$ cat src/assert_macros.svh
// Assertion helpers shared by the RTL files.
`ifndef ASSERT_MACROS_SVH
`define ASSERT_MACROS_SVH

// Concurrent assertion on an explicit clock, disabled while reset is low.
`define ASSERT_CLK(label, clk, rst_n, prop, msg) \
    label: assert property (@(posedge clk) disable iff (!rst_n) prop) \
        else $error(msg);

// Concurrent assertion on the usual i_clk / i_rst_n pair of a module.
`define ASSERT_STD(label, prop, msg) \
    `ASSERT_CLK(label, i_clk, i_rst_n, prop, msg)

`endif

$ cat src/i2cme_pkg.sv
package i2cme_pkg;

    // Raw opcode values on the request channel.
    localparam logic [2:0] OP_NONE  = 3'd0;
    localparam logic [2:0] OP_START = 3'd1;
    localparam logic [2:0] OP_STOP  = 3'd2;
    localparam logic [2:0] OP_WRITE = 3'd3;
    localparam logic [2:0] OP_READ  = 3'd4;
    localparam logic [2:0] OP_WAIT  = 3'd5;

    // Command in progress; also the state of the bus sequencer.
    typedef enum logic [2:0] {
        CMD_NONE  = 3'd0,
        CMD_START = 3'd1,
        CMD_STOP  = 3'd2,
        CMD_WRITE = 3'd3,
        CMD_READ  = 3'd4,
        CMD_WAIT  = 3'd5
    } t_cmd;

    // Configuration register indexes.
    localparam int CFG_IDX_W = 1;
    localparam logic [CFG_IDX_W-1:0] REG_HALF_PERIOD = 1'b0;
    localparam logic [CFG_IDX_W-1:0] REG_ACK_TIMEOUT = 1'b1;
    localparam int CFG_DATA_W = 16;

    // Reset values of the configuration registers.
    localparam logic [15:0] HALF_PERIOD_RESET = 16'd50;
    localparam logic [7:0]  ACK_TIMEOUT_RESET = 8'd100;

    // Default depth of the request and result queues.
    localparam int QUEUE_DEPTH = 2;

    // One classified tick request.
    typedef struct packed {
        t_cmd       cmd;
        logic [7:0] data_byte;
        logic       send_nack;
        logic       sda_in;
    } t_tick;

    // One result of a tick.
    typedef struct packed {
        logic       scl_out;
        logic       sda_drive;
        logic       busy_res;
        logic       done_res;
        logic [7:0] read_data;
        logic       no_ack;
    } t_result;

    // Configuration as seen by the engine.
    typedef struct packed {
        logic [15:0] half_period_ticks;
        logic [7:0]  ack_timeout;
    } t_cfg;

endpackage

$ cat src/i2c_master_byte_engine_core.sv
// Channel   | Direction | Handshake                      | Payload
// ----------+-----------+--------------------------------+----------------------------------
// request   | in        | push / full                    | opcode, data_byte, send_nack, sda_in
// result    | out       | empty / pop                    | scl_out, sda_drive, busy_res,
//           |           |                                | done_res, read_data, no_ack
// config    | in        | i_cfg_valid / o_cfg_ready      | i_cfg_index, i_cfg_data
//
// One request is one bus tick; the sequencer retires one tick per clock while the result
// queue has room, so the block sustains one request per cycle unless the result side stalls.
// A request is registered in the tick queue and its result in the result queue before it can be popped.
// Reset is synchronous; the block takes requests from the first cycle after it.
// full rises only while the result side is stalled long enough to fill both queues.
module i2c_master_byte_engine_core #(
    parameter int P_QUEUE_DEPTH = i2cme_pkg::QUEUE_DEPTH
) (
    input  logic                             i_clk,
    input  logic                             i_rst_n,
    input  logic                             push,
    output logic                             full,
    input  logic [2:0]                       i_opcode,
    input  logic [7:0]                       i_data_byte,
    input  logic                             i_send_nack,
    input  logic                             i_sda_in,
    output logic                             empty,
    input  logic                             pop,
    output logic                             o_scl_out,
    output logic                             o_sda_drive,
    output logic                             o_busy_res,
    output logic                             o_done_res,
    output logic [7:0]                       o_read_data,
    output logic                             o_no_ack,
    input  logic                             i_cfg_valid,
    output logic                             o_cfg_ready,
    input  logic [i2cme_pkg::CFG_IDX_W-1:0]  i_cfg_index,
    input  logic [i2cme_pkg::CFG_DATA_W-1:0] i_cfg_data
);
    import i2cme_pkg::*;

    t_cfg    r_cfg;
    t_tick   tick;
    logic    tick_empty;
    logic    tick_pop;
    t_result result;

    // Configuration registers, always ready.
    assign o_cfg_ready = 1'b1;

    always_ff @(posedge i_clk) begin
        if (!i_rst_n) begin
            r_cfg.half_period_ticks <= HALF_PERIOD_RESET;
            r_cfg.ack_timeout       <= ACK_TIMEOUT_RESET;
        end else if (i_cfg_valid && o_cfg_ready) begin
            unique case (i_cfg_index)
                REG_HALF_PERIOD: r_cfg.half_period_ticks <= i_cfg_data;
                REG_ACK_TIMEOUT: r_cfg.ack_timeout       <= i_cfg_data[7:0];
                default: ;
            endcase
        end
    end

    // Request intake and classification.
    i2cme_front #(
        .P_QUEUE_DEPTH (P_QUEUE_DEPTH)
    ) u_front (
        .i_clk       (i_clk),
        .i_rst_n     (i_rst_n),
        .i_push      (push),
        .o_full      (full),
        .i_opcode    (i_opcode),
        .i_data_byte (i_data_byte),
        .i_send_nack (i_send_nack),
        .i_sda_in    (i_sda_in),
        .o_tick      (tick),
        .o_empty     (tick_empty),
        .i_pop       (tick_pop)
    );

    // Bus sequencer and result queue.
    i2cme_engine #(
        .P_QUEUE_DEPTH (P_QUEUE_DEPTH)
    ) u_engine (
        .i_clk        (i_clk),
        .i_rst_n      (i_rst_n),
        .i_cfg        (r_cfg),
        .i_tick       (tick),
        .i_tick_empty (tick_empty),
        .o_tick_pop   (tick_pop),
        .o_result     (result),
        .o_empty      (empty),
        .i_pop        (pop)
    );

    // Result fields to ports.
    assign o_scl_out   = result.scl_out;
    assign o_sda_drive = result.sda_drive;
    assign o_busy_res  = result.busy_res;
    assign o_done_res  = result.done_res;
    assign o_read_data = result.read_data;
    assign o_no_ack    = result.no_ack;

endmodule

$ cat src/i2cme_fifo.sv
`include "assert_macros.svh"

module i2cme_fifo #(
    parameter int P_DEPTH = 2,
    parameter int P_WIDTH = 8
) (
    input  logic               i_clk,
    input  logic               i_rst_n,
    input  logic               i_push,
    input  logic [P_WIDTH-1:0] i_wdata,
    output logic               o_full,
    input  logic               i_pop,
    output logic [P_WIDTH-1:0] o_rdata,
    output logic               o_empty
);
    localparam int PTR_W = (P_DEPTH > 1) ? $clog2(P_DEPTH) : 1;
    localparam int CNT_W = $clog2(P_DEPTH + 1);

    logic [P_WIDTH-1:0] r_mem [P_DEPTH];
    logic [PTR_W-1:0]   r_wr_ptr, n_wr_ptr;
    logic [PTR_W-1:0]   r_rd_ptr, n_rd_ptr;
    logic [CNT_W-1:0]   r_count, n_count;
    logic               wr_en, rd_en;

    // Handshake qualification.
    assign o_full  = (r_count == CNT_W'(P_DEPTH));
    assign o_empty = (r_count == '0);
    assign wr_en   = i_push && !o_full;
    assign rd_en   = i_pop && !o_empty;
    assign o_rdata = r_mem[r_rd_ptr];

    // Pointer wrap and fill count.
    always_comb begin
        n_wr_ptr = r_wr_ptr;
        n_rd_ptr = r_rd_ptr;
        if (wr_en) begin
            n_wr_ptr = (r_wr_ptr == PTR_W'(P_DEPTH - 1)) ? '0 : r_wr_ptr + 1'b1;
        end
        if (rd_en) begin
            n_rd_ptr = (r_rd_ptr == PTR_W'(P_DEPTH - 1)) ? '0 : r_rd_ptr + 1'b1;
        end
        unique case ({wr_en, rd_en})
            2'b10:   n_count = r_count + 1'b1;
            2'b01:   n_count = r_count - 1'b1;
            2'b11:   n_count = r_count;
            default: n_count = r_count;
        endcase
    end

    // Control registers.
    always_ff @(posedge i_clk) begin
        if (!i_rst_n) begin
            r_wr_ptr <= '0;
            r_rd_ptr <= '0;
            r_count  <= '0;
        end else begin
            r_wr_ptr <= n_wr_ptr;
            r_rd_ptr <= n_rd_ptr;
            r_count  <= n_count;
        end
    end

    // Storage, no reset needed.
    always_ff @(posedge i_clk) begin
        if (wr_en) begin
            r_mem[r_wr_ptr] <= i_wdata;
        end
    end

    `ASSERT_STD(a_count_bound, r_count <= CNT_W'(P_DEPTH), "fifo count beyond depth")
    `ASSERT_STD(a_count_up, wr_en && !rd_en |=> r_count == $past(r_count) + 1'b1, "fifo count missed a push")
    `ASSERT_STD(a_count_down, rd_en && !wr_en |=> r_count == $past(r_count) - 1'b1, "fifo count missed a pop")

endmodule

$ cat src/i2cme_front.sv
module i2cme_front #(
    parameter int P_QUEUE_DEPTH = 2
) (
    input  logic              i_clk,
    input  logic              i_rst_n,
    input  logic              i_push,
    output logic              o_full,
    input  logic [2:0]        i_opcode,
    input  logic [7:0]        i_data_byte,
    input  logic              i_send_nack,
    input  logic              i_sda_in,
    output i2cme_pkg::t_tick  o_tick,
    output logic              o_empty,
    input  logic              i_pop
);
    import i2cme_pkg::*;

    t_tick tick_in;

    // Map the raw opcode to a command; unknown codes mean no command.
    function automatic t_cmd decode_op(logic [2:0] op);
        t_cmd cmd;
        unique case (op)
            OP_START: cmd = CMD_START;
            OP_STOP:  cmd = CMD_STOP;
            OP_WRITE: cmd = CMD_WRITE;
            OP_READ:  cmd = CMD_READ;
            OP_WAIT:  cmd = CMD_WAIT;
            default:  cmd = CMD_NONE;
        endcase
        return cmd;
    endfunction

    // Classify the request before it enters the queue.
    always_comb begin
        tick_in.cmd       = decode_op(i_opcode);
        tick_in.data_byte = i_data_byte;
        tick_in.send_nack = i_send_nack;
        tick_in.sda_in    = i_sda_in;
    end

    // Queue between request side and the sequencer.
    i2cme_fifo #(
        .P_DEPTH (P_QUEUE_DEPTH),
        .P_WIDTH ($bits(t_tick))
    ) u_tick_q (
        .i_clk   (i_clk),
        .i_rst_n (i_rst_n),
        .i_push  (i_push),
        .i_wdata (tick_in),
        .o_full  (o_full),
        .i_pop   (i_pop),
        .o_rdata (o_tick),
        .o_empty (o_empty)
    );

endmodule

$ cat src/i2cme_engine.sv
`include "assert_macros.svh"

module i2cme_engine #(
    parameter int P_QUEUE_DEPTH = 2
) (
    input  logic                i_clk,
    input  logic                i_rst_n,
    input  i2cme_pkg::t_cfg     i_cfg,
    input  i2cme_pkg::t_tick    i_tick,
    input  logic                i_tick_empty,
    output logic                o_tick_pop,
    output i2cme_pkg::t_result  o_result,
    output logic                o_empty,
    input  logic                i_pop
);
    import i2cme_pkg::*;

    localparam int STEP_W = 5;
    localparam logic [STEP_W-1:0] STEP_FIRST = 5'd0;
    localparam logic [STEP_W-1:0] STEP_POLL  = 5'd1;
    localparam logic [STEP_W-1:0] STEP_ACK   = 5'd16;

    t_cmd              r_cmd, n_cmd;
    logic [STEP_W-1:0] r_step, n_step;
    logic [15:0]       r_timer, n_timer;
    logic [7:0]        r_wait, n_wait;
    logic [7:0]        r_shift, n_shift;
    logic [7:0]        r_rx, n_rx;
    logic              r_scl, n_scl;
    logic              r_sda, n_sda;
    logic              r_ack_failed, n_ack_failed;
    logic              r_ack_choice, n_ack_choice;
    logic              n_done;
    logic [15:0]       period;
    logic [STEP_W-1:0] next_step;
    logic              out_full;
    t_result           result;

    // Number of bus phases in each command.
    function automatic logic [STEP_W-1:0] series_len(t_cmd cmd);
        logic [STEP_W-1:0] len;
        unique case (cmd)
            CMD_START: len = 5'd3;
            CMD_STOP:  len = 5'd3;
            CMD_WRITE: len = 5'd16;
            CMD_READ:  len = 5'd18;
            CMD_WAIT:  len = 5'd2;
            default:   len = 5'd0;
        endcase
        return len;
    endfunction

    // Bus levels on entry to a phase; returns {scl, sda}.
    function automatic logic [1:0] step_levels(t_cmd cmd, logic [STEP_W-1:0] step,
                                               logic data_msb, logic ack_choice,
                                               logic scl_now, logic sda_now);
        logic scl;
        logic sda;
        scl = scl_now;
        sda = sda_now;
        unique case (cmd)
            CMD_START: begin
                if (step == 5'd0) begin
                    sda = 1'b1;
                end else if (step == 5'd1) begin
                    scl = 1'b1;
                end else begin
                    sda = 1'b0;
                end
            end
            CMD_STOP: begin
                if (step == 5'd0) begin
                    scl = 1'b0;
                    sda = 1'b0;
                end else if (step == 5'd1) begin
                    scl = 1'b1;
                end else begin
                    sda = 1'b1;
                end
            end
            CMD_WRITE: begin
                if (!step[0]) begin
                    scl = 1'b0;
                    sda = data_msb;
                end else begin
                    scl = 1'b1;
                end
            end
            CMD_READ: begin
                if (step < STEP_ACK) begin
                    if (!step[0]) begin
                        scl = 1'b0;
                        sda = 1'b1;
                    end else begin
                        scl = 1'b1;
                    end
                end else if (step == STEP_ACK) begin
                    scl = 1'b0;
                    sda = ack_choice;
                end else begin
                    scl = 1'b1;
                end
            end
            CMD_WAIT: begin
                scl = 1'b1;
                sda = 1'b1;
            end
            default: begin
                scl = scl_now;
                sda = sda_now;
            end
        endcase
        return {scl, sda};
    endfunction

    // One tick of the sequencer per request taken from the queue.
    always_comb begin
        n_cmd        = r_cmd;
        n_step       = r_step;
        n_timer      = r_timer;
        n_wait       = r_wait;
        n_shift      = r_shift;
        n_rx         = r_rx;
        n_scl        = r_scl;
        n_sda        = r_sda;
        n_ack_failed = r_ack_failed;
        n_ack_choice = r_ack_choice;
        n_done       = 1'b0;
        next_step    = r_step + 1'b1;
        period       = (i_cfg.half_period_ticks == '0) ? 16'd1 : i_cfg.half_period_ticks;
        o_tick_pop   = !i_tick_empty && !out_full;

        if (o_tick_pop) begin
            priority if (r_cmd == CMD_NONE) begin
                // Idle: a valid command starts its first phase.
                if (i_tick.cmd != CMD_NONE) begin
                    n_cmd        = i_tick.cmd;
                    n_wait       = '0;
                    n_shift      = (i_tick.cmd == CMD_WRITE) ? i_tick.data_byte : 8'd0;
                    n_ack_choice = i_tick.send_nack;
                    if (i_tick.cmd == CMD_WAIT) begin
                        n_ack_failed = 1'b0;
                    end
                    n_step  = STEP_FIRST;
                    n_timer = 16'd1;
                    {n_scl, n_sda} = step_levels(i_tick.cmd, STEP_FIRST, n_shift[7],
                                                 i_tick.send_nack, r_scl, r_sda);
                end
            end else if (r_cmd == CMD_WAIT && r_step == STEP_POLL) begin
                // Acknowledge polling with timeout into a stop sequence.
                if (!i_tick.sda_in) begin
                    n_scl   = 1'b0;
                    n_cmd   = CMD_NONE;
                    n_step  = '0;
                    n_timer = '0;
                    n_done  = 1'b1;
                end else if (r_wait >= i_cfg.ack_timeout) begin
                    n_ack_failed = 1'b1;
                    n_cmd        = CMD_STOP;
                    n_step       = STEP_FIRST;
                    n_timer      = 16'd1;
                    {n_scl, n_sda} = step_levels(CMD_STOP, STEP_FIRST, r_shift[7],
                                                 r_ack_choice, r_scl, r_sda);
                end else begin
                    n_wait = r_wait + 1'b1;
                end
            end else if (r_timer >= period) begin
                // Phase over: shift on the end of a data high phase, then advance.
                if (r_step[0] && r_step < STEP_ACK) begin
                    if (r_cmd == CMD_WRITE) begin
                        n_shift = {r_shift[6:0], 1'b0};
                    end else if (r_cmd == CMD_READ) begin
                        n_shift = {r_shift[6:0], i_tick.sda_in};
                    end
                end
                if (next_step >= series_len(r_cmd)) begin
                    if (r_cmd == CMD_READ) begin
                        n_rx = n_shift;
                    end
                    if (r_cmd != CMD_STOP) begin
                        n_scl = 1'b0;
                    end
                    n_cmd   = CMD_NONE;
                    n_step  = '0;
                    n_timer = '0;
                    n_done  = 1'b1;
                end else begin
                    n_step  = next_step;
                    n_timer = 16'd1;
                    {n_scl, n_sda} = step_levels(r_cmd, next_step, n_shift[7],
                                                 r_ack_choice, r_scl, r_sda);
                end
            end else begin
                n_timer = r_timer + 1'b1;
            end
        end
    end

    // Sequencer state register.
    always_ff @(posedge i_clk) begin
        if (!i_rst_n) begin
            r_cmd <= CMD_NONE;
        end else begin
            r_cmd <= n_cmd;
        end
    end

    // Remaining sequencer registers.
    always_ff @(posedge i_clk) begin
        if (!i_rst_n) begin
            r_step       <= '0;
            r_timer      <= '0;
            r_wait       <= '0;
            r_shift      <= '0;
            r_rx         <= '0;
            r_scl        <= 1'b1;
            r_sda        <= 1'b1;
            r_ack_failed <= 1'b0;
            r_ack_choice <= 1'b0;
        end else begin
            r_step       <= n_step;
            r_timer      <= n_timer;
            r_wait       <= n_wait;
            r_shift      <= n_shift;
            r_rx         <= n_rx;
            r_scl        <= n_scl;
            r_sda        <= n_sda;
            r_ack_failed <= n_ack_failed;
            r_ack_choice <= n_ack_choice;
        end
    end

    // Result of this tick, after the update.
    always_comb begin
        result.scl_out   = n_scl;
        result.sda_drive = n_sda;
        result.busy_res  = (n_cmd != CMD_NONE);
        result.done_res  = n_done;
        result.read_data = n_rx;
        result.no_ack    = n_ack_failed;
    end

    // Result queue toward the consumer.
    i2cme_fifo #(
        .P_DEPTH (P_QUEUE_DEPTH),
        .P_WIDTH ($bits(t_result))
    ) u_result_q (
        .i_clk   (i_clk),
        .i_rst_n (i_rst_n),
        .i_push  (o_tick_pop),
        .i_wdata (result),
        .o_full  (out_full),
        .i_pop   (i_pop),
        .o_rdata (o_result),
        .o_empty (o_empty)
    );

    `ASSERT_STD(a_step_in_series, r_cmd != CMD_NONE |-> r_step < series_len(r_cmd), "phase step beyond its series")
    `ASSERT_STD(a_timer_running, r_cmd != CMD_NONE |-> r_timer != 16'd0, "phase timer idle during a command")
    `ASSERT_STD(a_timeout_stops, $rose(r_ack_failed) |-> r_cmd == CMD_STOP, "timeout without stop sequence")
    `ASSERT_STD(a_ack_ends_wait, o_tick_pop && r_cmd == CMD_WAIT && r_step == STEP_POLL && !i_tick.sda_in |=> r_cmd == CMD_NONE, "acknowledge did not end the wait")

endmodule
$ cat config.mk
export PLATFORM = sky130hd
export DESIGN_NAME = i2c_master_byte_engine_core
export DESIGN_NICKNAME = d
export VERILOG_FILES = /design/src/i2cme_pkg.sv /design/src/i2c_master_byte_engine_core.sv /design/src/i2cme_fifo.sv /design/src/i2cme_front.sv /design/src/i2cme_engine.sv
export VERILOG_INCLUDE_DIRS = /design/src /design/src/src
export SDC_FILE = /design/constraint.sdc
export NUM_CORES = 1
export LEC_CHECK = 0
export ABC_AREA = 0
export BUFFER_PORTS_ARGS = -buffer_cell sky130_fd_sc_hd__buf_4
export CORE_AREA = 2 2 120 122
export CTS_CLUSTER_DIAMETER = 120
export DETAILED_ROUTE_END_ITERATION = 12
export DIE_AREA = 0 0 122 124
export PLACE_DENSITY = 0.78
export SLEW_MARGIN = 10
export SYNTH_ARGS = -nofsm -noshare
export SYNTH_HDL_FRONTEND = slang
export SYNTH_SLANG_ARGS = --single-unit
$ cat constraint.sdc
create_clock -name i_clk -period 5.4 [get_ports i_clk]
set_clock_uncertainty 0.2 [all_clocks]
set_input_delay 0.27 -clock i_clk [delete_from_list [all_inputs] [get_ports i_clk]]
set_output_delay 0.27 -clock i_clk [all_outputs]
set_load 0.02 [all_outputs]
# ---- Yosys cells after proc, flatten, opt, wreduce, memory -nomap -nowiden
# Memories as Yosys holds them, arrays and structs flattened. A register that Yosys moved wholly into a read port is not among the register bits.
# Cells that the tools add are included.
dict set report totals {
  ff_bits 84
  latchBits 0
  mem_bits_rw 52
  mem_bits_ro 0
  output_inout_bits 16
  wordCells 210
  mem_count 2
}
# name words width rd rd_clocked_by_memory_dff write_ports line_no
set mem_list {}
lappend mem_list {u_engine.u_result_q.r_mem 2 13 1 1 1 i2cme_fifo.sv:19} ;# logic [P_WIDTH-1:0] r_mem [P_DEPTH];
lappend mem_list {u_front.u_tick_q.r_mem 2 13 1 1 1 i2cme_fifo.sv:19}
dict set report classes {
  addsub 11
  n_mul 0
  div 0
  magnitude_cmp 5
  eq_ne 29
  n_shift 0
  n_mux 110
  bitwise_logic 1
  reduce_logical 34
}
# operator count
set op_table {}
lappend op_table {{8-bit 2-to-1 mux} 19}
lappend op_table {{16-bit 2-to-1 mux} 7}
lappend op_table {{1-bit 2-to-1 mux} 57}
lappend op_table {{5-bit 2-to-1 mux} 11}
lappend op_table {{3-bit 2-to-1 mux} 8}
lappend op_table {{5-bit one-hot mux with 4 select lines} 1}
lappend op_table {{3-bit by 2-bit equality test with 1-bit output (second input constant)} 6}
lappend op_table {{3-bit equality test (second input constant)} 6}
lappend op_table {{16-bit by 1-bit adder with 16-bit output (second input constant)} 1}
lappend op_table {{16-bit greater-or-equal comparator} 1}
lappend op_table {{16-bit zero test} 1}
lappend op_table {{3-bit one-hot mux with 5 select lines} 1}
lappend op_table {{5-bit by 1-bit equality test with 1-bit output (second input constant)} 2}
lappend op_table {{5-bit < comparator (second input constant)} 2}
lappend op_table {{1-bit one-hot mux with 5 select lines} 2}
lappend op_table {{2-bit nonzero test} 5}
lappend op_table {{3-bit by 1-bit equality test with 1-bit output (second input constant)} 3}
lappend op_table {{3-bit nonzero test} 3}
lappend op_table {{8-bit by 1-bit adder with 8-bit output (second input constant)} 1}
lappend op_table {{2-bit equality test (second input constant)} 4}
lappend op_table {{8-bit greater-or-equal comparator} 1}
lappend op_table {{2-bit one-hot mux with 2 select lines} 2}
lappend op_table {{4-bit AND reduction} 2}
lappend op_table {{1-bit logical AND} 7}
lappend op_table {{other kinds (23)} 37}

# ---- Logic depth before layout (Yosys ltp)
# Gate-level depths: netlist (run 1).
dict set report logic_depth {
  ltp_word 14
  ltp_mapped 13
}

# ---- Modules after synthesis
# Synthesis (run 1) repeated with hierarchy kept, for this count alone.
dict set report unflattened {
  cells_unflattened 741
  hier_area_um2 7169.4
}
# module n_inst cells_each area_per_inst_um2
set by_module_without_submodules {}
lappend by_module_without_submodules {i2cme_engine 1 500 3829.9}
lappend by_module_without_submodules {i2cme_fifo 2 66 1168.6}
lappend by_module_without_submodules {i2c_master_byte_engine_core 1 106 979.7}
lappend by_module_without_submodules {i2cme_front 1 3 22.5}

# ---- Worst setup path after synthesis (run 1)
# No wires, ideal clock.
dict set report synth_timing {
  kind {reg-to-reg}
  start {register u_engine.r_step[1]}
  end {memory u_engine.u_result_q.r_mem[0][4] (netlist name), data pin}
  arrival_time_ns 2.486
  required_time_ns 4.937
  setup_slack_ns 2.451
  path_stages_with_launch 11
  path_buffers 2
  synth_period_minus_slack_ns 2.949
  path_cell_list {dfxtp_1 ha_1 clkbuf_1 nand3_1 xor2_1 inv_1 ha_1 a21o_1 and4_4 buf_6 mux2_4}
}
dict set report synth_between {
  elab_chain_cells 9
  elab_cells_between_ends 13
}
# item line_no
set synth_lines {}
lappend synth_lines {{start: declaration} i2cme_engine.sv:24} ;# logic [STEP_W-1:0] r_step, n_step;
lappend synth_lines {{start signal: assignment} i2cme_engine.sv:221} ;# r_step <= n_step;
lappend synth_lines {{parallel branches: the longest is 6 deep, another holds 5-bit by 1-bit adder with 5-bit output} -}
lappend synth_lines {{8-bit 2-to-1 mux (*)} i2cme_engine.sv:149} ;# end else if (r_cmd == CMD_WAIT && r_step == STEP_POLL) begin
lappend synth_lines {{8-bit 2-to-1 mux (*)} i2cme_engine.sv:134} ;# priority if (r_cmd == CMD_NONE) begin
lappend synth_lines {{8-bit 2-to-1 mux (*)} i2cme_engine.sv:133} ;# if (o_tick_pop) begin
lappend synth_lines {{net u_engine.n_rx[3]} i2cme_engine.sv:28} ;# logic [7:0] r_rx, n_rx;
lappend synth_lines {{end: declaration} i2cme_fifo.sv:19}
# Mark *: on every way through the listed nets, which the timed path passes.

# ---- Final worst setup path (run 1)
dict set report layout_timing {
  start {register u_engine.r_step[0]}
  end {register u_engine.r_rx[1]}
}
dict set report layout_between {
  elab_chain_cells 9
  elab_cells_between_ends 13
}
# item line_no
set layout_lines {}
lappend layout_lines {{parallel branches: the longest is 6 deep, another holds 5-bit by 1-bit adder with 5-bit output} -}
lappend layout_lines {{8-bit 2-to-1 mux (*)} i2cme_engine.sv:149}
lappend layout_lines {{8-bit 2-to-1 mux (*)} i2cme_engine.sv:134}
lappend layout_lines {{8-bit 2-to-1 mux (*)} i2cme_engine.sv:133}
lappend layout_lines {{net u_engine.n_rx[1]} i2cme_engine.sv:28}
lappend layout_lines {{end signal: assignment} i2cme_engine.sv:225} ;# r_rx <= n_rx;
lappend layout_lines {{end: declaration} i2cme_engine.sv:28}
# Marks and branches as above.
# A chain may end at the register's enable or synchronous reset.

==> results of run 1 <==
-- final cells by class --
type	count	area, um^2	area share (%)
Clock buffer	18	439	5.34
Timing Repair Buffer	83	701	8.52
Sequential cell	138	3280	39.9
Multi-Input combinational cell	499	3260	39.7
Inverter	42	158	1.92
Clock inverter	14	154	1.87
Tap cell	180	225	2.74
-- layout by cell type (no fill, tap or decap), types with 24 or more instances in the layout --
| master | instances |
|---|---|
| sky130_fd_sc_hd__dlygate4sd3_1 | 31 |
| sky130_fd_sc_hd__nand2_1 | 94 |
| sky130_fd_sc_hd__nor2_1 | 65 |
| sky130_fd_sc_hd__a21oi_1 | 46 |
| sky130_fd_sc_hd__ha_1 | 35 |
| sky130_fd_sc_hd__inv_1 | 41 |
| sky130_fd_sc_hd__buf_4 | 52 |
| sky130_fd_sc_hd__edfxtp_1 | 52 |
| sky130_fd_sc_hd__nand3_1 | 25 |
| sky130_fd_sc_hd__o21ai_0 | 24 |
| sky130_fd_sc_hd__dfxtp_1 | 86 |
-- power by group --
group	total (W)	switching (W)	internal, W
Combinational	0.00115	0.000702	0.000453
Clock	0.00116	0.000491	0.000665
Sequential	0.00141	0.000140	0.00127
Total	0.00372	0.00133	0.00239
-- worst reg2reg max path, cell delays in order (launching register included) --
cell and delay (ps):
sky130_fd_sc_hd__dfxtp_1 620, sky130_fd_sc_hd__ha_1 390, sky130_fd_sc_hd__nand3_1 130, sky130_fd_sc_hd__xor2_1 290
sky130_fd_sc_hd__inv_1 160, sky130_fd_sc_hd__ha_1 310, sky130_fd_sc_hd__a21o_1 280, sky130_fd_sc_hd__and4_4 390
sky130_fd_sc_hd__mux2_1 400, sky130_fd_sc_hd__and2_1 170
-- kinds of logic after synthesis --
family	Yosys count	synth area share [%]
xor gates and xnor gates	30	3.85
AOI/OAI and AO/OA	139	13.4
other	1	0.0549
and+or+nand+nor	257	17.9
adders and majority gates	35	6.41
DFF	138	48.1
muxes	37	6.04
buffers and inverters	70	4.25
-- registers in the layout, indices dropped and copies added (netlist names), named ones only --
name                          flops
u_front.u_tick_q.r_mem           26
u_engine.r_cmd                    3
u_engine.r_sda                    1
u_engine.u_result_q.r_wr_ptr      1
u_engine.u_result_q.r_count       2
u_engine.r_wait                   8
u_engine.u_result_q.r_mem        26
r_cfg                            24
u_engine.r_scl                    1
u_engine.u_result_q.r_rd_ptr      1
u_front.u_tick_q.r_rd_ptr         1
u_front.u_tick_q.r_wr_ptr         1
u_engine.r_ack_failed             1
u_engine.r_step                   5
u_front.u_tick_q.r_count          2
u_engine.r_ack_choice             1
u_engine.r_shift                  8
u_engine.r_rx                     8
u_engine.r_timer                 16
-- cells in the mapped netlist (4+ instances only) --
master,number,area share (%)
sky130_fd_sc_hd__nand3_1,25,1.8
sky130_fd_sc_hd__nor2_1,65,3.6
sky130_fd_sc_hd__o21ai_0,24,1.8
sky130_fd_sc_hd__nor4_1,6,0.55
sky130_fd_sc_hd__nand2b_1,6,0.55
sky130_fd_sc_hd__ha_1,35,6.4
sky130_fd_sc_hd__xnor2_1,12,1.5
sky130_fd_sc_hd__buf_2,4,0.29
sky130_fd_sc_hd__xor2_1,18,2.3
sky130_fd_sc_hd__nand4_1,9,0.82
sky130_fd_sc_hd__mux2i_1,15,2.2
sky130_fd_sc_hd__inv_1,41,2.3
sky130_fd_sc_hd__and2_1,11,1.0
sky130_fd_sc_hd__edfxtp_1,52,23
sky130_fd_sc_hd__nor3_1,7,0.51
sky130_fd_sc_hd__nand2_1,94,5.2
sky130_fd_sc_hd__o211ai_1,6,0.66
sky130_fd_sc_hd__a22o_1,7,0.90
sky130_fd_sc_hd__o21ai_1,5,0.37
sky130_fd_sc_hd__a211oi_1,6,0.66
sky130_fd_sc_hd__and3_1,5,0.46
sky130_fd_sc_hd__a31oi_1,6,0.55
sky130_fd_sc_hd__a21o_1,5,0.55
sky130_fd_sc_hd__a21oi_1,46,3.4
sky130_fd_sc_hd__nor2b_1,5,0.46
sky130_fd_sc_hd__clkbuf_1,18,0.99
sky130_fd_sc_hd__dfxtp_1,86,25
sky130_fd_sc_hd__o31ai_1,4,0.44
sky130_fd_sc_hd__mux2_4,4,0.88
sky130_fd_sc_hd__mux2_2,16,2.6
-- metrics by stage --
stage | std cells | hold WS (ps) | total power [W] | setup slack, ps | utilization, %
3_5_place_dp | 911 | 254 | 0.00255 | 2050 | 53.3
5_1_grt | 974 | 68.4 | 0.00390 | 1740 | 59.9
4_1_cts | 974 | 44.8 | 0.00372 | 2010 | 59.9
6_report | 974 | 54.1 | 0.00372 | 1970 | 59.9
2_1_floorplan | 707 | 169 | 0.00221 | 2450 | -
3_3_place_gp | 911 | 245 | 0.00253 | 2130 | 53.3
-- how the worst max path moves through the flow --
stage / startpoint / end / slack [ps] / cells after the start
after floorplan: u_engine.r_step[1] / u_engine.u_result_q.r_mem[0][4] / 2450 / 10
after global placement: u_engine.r_step[0] / u_engine.r_rx[2] / 2130 / 9
after detailed placement: r_cfg[18] / u_engine.r_shift[1] / 2050 / 12
after CTS: r_cfg[18] / u_engine.r_shift[1] / 2010 / 12
after global routing: r_cfg[18] / u_engine.r_shift[1] / 1740 / 12
final: u_engine.r_step[0] / u_engine.r_rx[1] / 1970 / 9
-- metal layers --
| layer | vias to the layer above | track usage (%) | share of wire (%) |
|---|---|---|---|
| met5 | - | 0 | 0 |
| met4 | 0 | 9.34 | 2.5 |
| met3 | 31 | 4.08 | 5.3 |
| met2 | 156 | 33.6 | 47 |
| met1 | 2470 | 26.4 | 45 |
| li1 | 2649 | - | - |
==> Implementation_results.wiki, run 1 <==
{| class="wikitable"
! Metric !! Value
|-
| R2r endpoint || u_engine.r_rx[1]
|-
| Synth-to-layout area growth || 20.3%
|-
| Post-placement cell area || around 0.0073 mm^2
|-
| Wire length of the first global-routing pass || 24.3 mm
|-
| Fraction of the yosys area taken by sequential cells || 48.1%
|-
| Share of final-layout standard cells stronger than drive strength 1 || 15.2%
|-
| Vias post-DR || approximately 5,300
|-
| Clock tree root buffer cell || sky130_fd_sc_hd__clkbuf_16
|-
| Number of hold violations in the final report || 0
|-
| Launch point of the worst hold path || i_opcode[0]
|-
| Total die area || 0.0151 mm^2
|-
| Number of CTS-inserted buffers || 17
|-
| Post-layout net count || 851
|-
| CTS Hold Bufs || 31
|-
| Largest net degree at the start of global routing || 43
|-
| Critical path start-end classification || register to register
|-
| Detailed-route vias per instance || roughly 5.4
|-
| Portion of the clock cycle consumed by the worst path in the final layout || 63.6%
|-
| Data required time of the worst path || 5520 ps
|-
| Buffer count from post-CTS setup fixing || 0
|-
| Post-route cell area || about 0.0082 mm^2
|-
| Boundary Pins || slightly above 50
|-
| Buffers & Inverters on Critical Path || 1
|-
| Die Ht || approximately 120 um
|-
| Clock net sink count || 138
|-
| Overall Global Routing Usage || 20.6%
|-
| Grt ovf || 0
|-
| Antenna diode count || 0
|-
| Number of antenna violations at the first check in global routing || 0
|-
| Unrepaired setup endpoints after global routing || no
|-
| Warning count from the yosys run || 0
|-
| Number of cell instances on the worst register-to-register path || 9
|-
| Core area || 0.0137 mm^2
|-
| FF+latch count, synth || 138
|-
| List of cells traversed by the critical path || ha_1, nand3_1, xor2_1, inv_1, ha_1, a21o_1, and4_4, mux2_1, and2_1
|-
| Gate Count Post-Synth || 707
|-
| Die X-Extent || 122 um
|-
| Post-cts repair resize count || 0
|-
| Synthesized area per cell || 9.66 um^2
|-
| Relative slew slack || 31.5%
|-
| Total Wirelength || 15.0 mm
|-
| Maximum count of clock buffers along a single path || 2
|-
| Worst path max stage delay || 620 ps
|-
| Post-synthesis cell type count || 73
|-
| Setup-violating endpoint count in the final report || 0
|-
| Critical Path Fanout Max || 15
|-
| Cell leakage power || about 3.2 nW
|-
| Critical Path Start Type || register
|-
| ANT nets after route || 0
|-
| Remaining routing DRC violations || 0
|-
| DP HPWL || 9.86 mm
|-
| PD cells || 453 mW/mm^2
|-
| Hold Crit Depth || 2
|-
| Initial standard-cell utilization of the core || about half
|-
| Combined area of all synthesized cells || a little under 0.007 mm^2
|-
| Critical path endpoint category || register
|-
| CTS H-tree depth || 4
|-
| Classification of the worst-slack hold path || input port to register
|-
| Period minus WS final || 3430 ps
|-
| Slew @ Worst Pin || a little over 1000 ps
|-
| Number of buffers inserted by port buffering || a little under 50
|-
| Min-Delay Endpoint || u_front.u_tick_q.r_mem[0][10]
|-
| Number of synthesized flops with an enable pin || 52
|-
| Per-cell routed wire length || 15.4 um
|-
| Critical path's most frequent cell || sky130_fd_sc_hd__ha_1
|-
| Clk Latency, worst-skew pair || 420 ps
|-
| Weighted congestion at the end of routability-driven global placement || 0.961
|-
| Iteration-0 DRC count of the detailed router || ~370
|-
| Share of synthesized flip-flops with an asynchronous set or reset || 0%
|-
| R2r startpoint || u_engine.r_step[0]
|-
| Count of TritonRoute iterations in the first routing pass || 5
|-
| Total count of max-transition violations in the final report || 0
|-
| Internal reg-to-reg setup slack || 1970 ps
|-
| Setup TNS Final || 0 ps
|-
| Count of maximum capacitance violations || 0
|-
| Worst path top cell family by delay || adder cells
|-
| Most used flip-flop cell after synthesis || sky130_fd_sc_hd__dfxtp_1
|-
| Arrival @ worst endpoint || 3550 ps
|-
| Top achievable clock speed || 291 MHz
|-
| Peak supply drop || 0.285 mV
|-
| CTS tree || done
|-
| Critical-path top delay cell || sky130_fd_sc_hd__dfxtp_1
|-
| Clock transition at path regs || 60 ps
|-
| Result of the run || completed
|-
| Std-Cell Rows || between 40 and 50
|-
| Via count of the first global-routing pass || 5,031
|-
| Net Count, Synth || ~780
|-
| Filler cells || 1,099
|}
No activity file was read; power rests on OpenSTA's default activity.
==> run 2, diff against run 1 <==
Settings changed: ABC_AREA 0 to 1, CORE_AREA 2 2 120 122 to 2 2 121 123, DIE_AREA 0 0 122 124 to 0 0 123 125, PLACE_DENSITY 0.78 to 0.77.
Clock period 5.4 ns to 3.5 ns, I/O delays scaled along.
==> Implementation_results.wiki, run 2 <==
{| class="wikitable"
! Metric !! Value
|-
| Result of the run || completed
|-
| Largest area contributor in the netlist || sky130_fd_sc_hd__dfxtp_1
|-
| Count of TritonRoute iterations in the first routing pass || 5 (unchanged)
|-
| Most used standard cell by instance count after synthesis || sky130_fd_sc_hd__nand2_1
|-
| Count of maximum capacitance violations || 0 (unchanged)
|-
| Per-cell routed wire length || 14.3 um (-6.9%)
|-
| Post-cts repair resize count || 0 (unchanged)
|-
| CTS H-tree depth || 4 (unchanged)
|-
| Unrepaired setup endpoints after global routing || no
|-
| Total count of max-transition violations in the final report || 0 (unchanged)
|-
| Synth-to-layout area growth || 22.0%
|-
| ANT nets after route || 0 (unchanged)
|-
| Net Count, Synth || 861 (+11%)
|-
| Arrival @ worst endpoint || 2940 ps (-610 ps)
|-
| Cell leakage power || 3.48 nW (+10%)
|-
| Clock tree root buffer cell || sky130_fd_sc_hd__clkbuf_16
|-
| Wire length of the first global-routing pass || 26.2 mm (+8.1%)
|-
| Utilization of the core after routing || 59.4% (-0.53 points)
|-
| Overall Global Routing Usage || 21.7% (+1.1 points)
|-
| Worst path top cell family by delay || simple AND/OR/NAND/NOR gates
|-
| Number of antenna violations at the first check in global routing || 0 (unchanged)
|-
| DP HPWL || 10.3 mm (+4.1%)
|-
| Clock transition at path regs || 60 ps (about the same)
|-
| Initial standard-cell utilization of the core || 48.7% (-1.1 points)
|-
| Critical path start-end classification || register to register
|-
| Post-route insts no fill || 1,080 (+11%)
|-
| Commonest cells in the synthesized netlist || 124 x sky130_fd_sc_hd__nand2_1, 91 x sky130_fd_sc_hd__inv_1, 86 x sky130_fd_sc_hd__dfxtp_1
|-
| Top achievable clock speed || 336 MHz (+16%)
|-
| Slew @ Worst Pin || 712 ps (-312 ps)
|-
| Most used flip-flop cell after synthesis || sky130_fd_sc_hd__dfxtp_1
|-
| Number of synthesized flops with an enable pin || 52 (unchanged)
|-
| Maximum count of clock buffers along a single path || 2 (unchanged)
|-
| Critical Path Start Type || register
|-
| Buffers & Inverters on Critical Path || 0 (-1)
|-
| Classification of the worst-slack hold path || input port to register
|-
| Clock net sink count || 138 (unchanged)
|-
| Share of final-layout standard cells stronger than drive strength 1 || 15.3% (+0.051 points)
|-
| Number of buffers inserted by port buffering || 49 (unchanged)
|-
| Remaining routing DRC violations || 0 (unchanged)
|-
| Std-Cell Rows || 44 (+2.3%)
|-
| Detailed-route vias per instance || 5.27 (-3.2%)
|-
| Setup-violating endpoint count in the final report || 0 (unchanged)
|-
| List of cells traversed by the critical path || nor4_1, a41o_1, ha_1, nand2_1, nor2_1, nand3_1, nand3_1, nand4_2, nand2_1, o21ai_2
|-
| Setup TNS Final || 0 ps (unchanged)
|-
| Critical path endpoint category || register
|-
| Cells taking the most area after synthesis || sky130_fd_sc_hd__dfxtp_1 25%, sky130_fd_sc_hd__edfxtp_1 23%, sky130_fd_sc_hd__nand2_1 6.7%, sky130_fd_sc_hd__ha_1 6.3%, sky130_fd_sc_hd__a21oi_1 5.0%
|-
| Weighted congestion at the end of routability-driven global placement || 0.942 (-2.0%)
|-
| Worst path max stage delay || 470 ps (-150 ps)
|-
| Warning count from the yosys run || 0 (unchanged)
|-
| Total die area || 0.0154 mm^2 (+1.6%)
|-
| CTS tree || done
|-
| Clk Latency, worst-skew pair || 430 ps (about the same)
|-
| Synthesized area per cell || 8.74 um^2 (-9.5%)
|-
| Combined area of all synthesized cells || 0.00691 mm^2 (+1.2%)
|-
| Registers with the most flip-flops || u_engine.u_result_q.r_mem (26), u_front.u_tick_q.r_mem (26), r_cfg (24)
|-
| Gate Count Post-Synth || 791 (+12%)
|-
| Portion of the clock cycle consumed by the worst path in the final layout || 84.9% (+21 points)
|-
| Number of hold violations in the final report || 0 (unchanged)
|-
| Number of CTS-inserted buffers || 17 (unchanged)
|-
| Data required time of the worst path || 3470 ps (-2050 ps)
|-
| FF+latch count, synth || 138 (unchanged)
|-
| Peak supply drop || 0.551 mV (+93%)
|-
| Period minus WS final || 2970 ps (-461 ps)
|-
| Largest net degree at the start of global routing || 58 (+35%)
|-
| Boundary Pins || 51 (unchanged)
|-
| PD cells || 716 mW/mm^2 (+58%)
|-
| Total Wirelength || 15.5 mm (+3.2%)
|-
| Antenna diode count || 0 (unchanged)
|-
| Critical Path Fanout Max || 16 (+1)
|-
| Grt ovf || 0 (unchanged)
|-
| Die X-Extent || 123 um (+0.82%)
|-
| Relative slew slack || 52.5% (+21 points)
|-
| Total power || 0.00604 W (+62%)
|-
| Fraction of the yosys area taken by sequential cells || 47.5% (-0.58 points)
|-
| Number of cells in the design after placement || 1,009 (+11%)
|-
| Core area || 0.0142 mm^2 (+3.5%)
|-
| Iteration-0 DRC count of the detailed router || 310 (-16%)
|-
| Post-synthesis cell type count || 53 (-27%)
|-
| Die Ht || 125 um (+0.81%)
|-
| Leading cell type in the layout, fill and taps excluded || sky130_fd_sc_hd__nand2_1
|-
| Critical-path top delay cell || sky130_fd_sc_hd__nand4_2
|-
| Area share of the largest cell type after synthesis || 24.9% (-0.31 points)
|-
| Share of synthesized flip-flops with an asynchronous set or reset || 0% (unchanged)
|-
| Post-layout net count || 953 (+12%)
|-
| Most frequent cells in the layout || 124 x sky130_fd_sc_hd__nand2_1, 91 x sky130_fd_sc_hd__inv_1, 86 x sky130_fd_sc_hd__dfxtp_1, 72 x sky130_fd_sc_hd__nor2_1, 69 x sky130_fd_sc_hd__a21oi_1
|-
| Vias post-DR || 5,693 (+7.3%)
|-
| Via count of the first global-routing pass || 5,662 (+13%)
|}
-- run 2: metrics by stage --
stage                     setup slack, ps  hold WS (ps)  area [um^2]
after floorplan                      1000          73.9         6910
after global placement                713           161         7440
after detailed placement              631           163         7440
after CTS                             605          13.4         8430
after global routing                  305          93.4         8430
final                                 527          18.8         8430
-- run 2: final cells by class --
| cell class | count | area, um^2 |
|---|---|---|
| well taps | 184 | 230 |
| multi-input cells | 534 | 3150 |
| fillers | 1205 | 5770 |
| flip-flops and latches | 138 | 3280 |
| inverters | 98 | 370 |
| clock buffers | 18 | 429 |
| repair buffers | 94 | 803 |
| clock inverters | 14 | 173 |
-- run 2: cells by family after synthesis --
family / Yosys count / share of synthesized area, %
AND/OR/NAND/NOR: 280 / 18.3
AO/OA/AOI/OAI: 184 / 15.9
flip-flops: 138 / 47.5
buffers and inverters: 119 / 7.02
adder cells (fa/ha/maj): 35 / 6.33
multiplexers: 19 / 2.99
XOR/XNOR: 15 / 1.90
other: 1 / 0.0542
-- run 2: power breakdown --
group          switching [W]  internal (W)
clock               0.000689       0.00112
sequential          0.000189       0.00199
combinational        0.00131      0.000744
total                0.00219       0.00385
-- run 2: final timing paths --
kind | from | to | slack [ps] | cells past startpoint
max | r_cfg[8] | u_engine.u_result_q.r_mem[0][2] | 530 | 10
min | i_cfg_valid | r_cfg[4] | 20 | 3
max reg2reg | r_cfg[8] | u_engine.u_result_q.r_mem[0][2] | 530 | 10
min reg2reg | u_engine.r_shift[7] | u_engine.r_shift[7] | 260 | 2
-- run 2: timing repair --
action                    in CTS  in global routing
buffers inserted               0                  0
hold endpoints to repair      55                  0
hold buffers                  39                  0
-- run 2: per-layer routing --
| metal | up-vias | track usage, % | part of all wire (%) |
|---|---|---|---|
| met1 | 2662 | 27.2 | 46 |
| met4 | 0 | 8.96 | 2.3 |
| met2 | 121 | 36.0 | 48 |
| met5 | - | 0 | 0 |
| met3 | 35 | 4.65 | 3.6 |
| li1 | 2875 | - | - |
-- run 2: worst min-delay path: stages --
cell and delay, ps:
sky130_fd_sc_hd__buf_4 80, sky130_fd_sc_hd__nand2_1 160, sky130_fd_sc_hd__a21oi_1 180
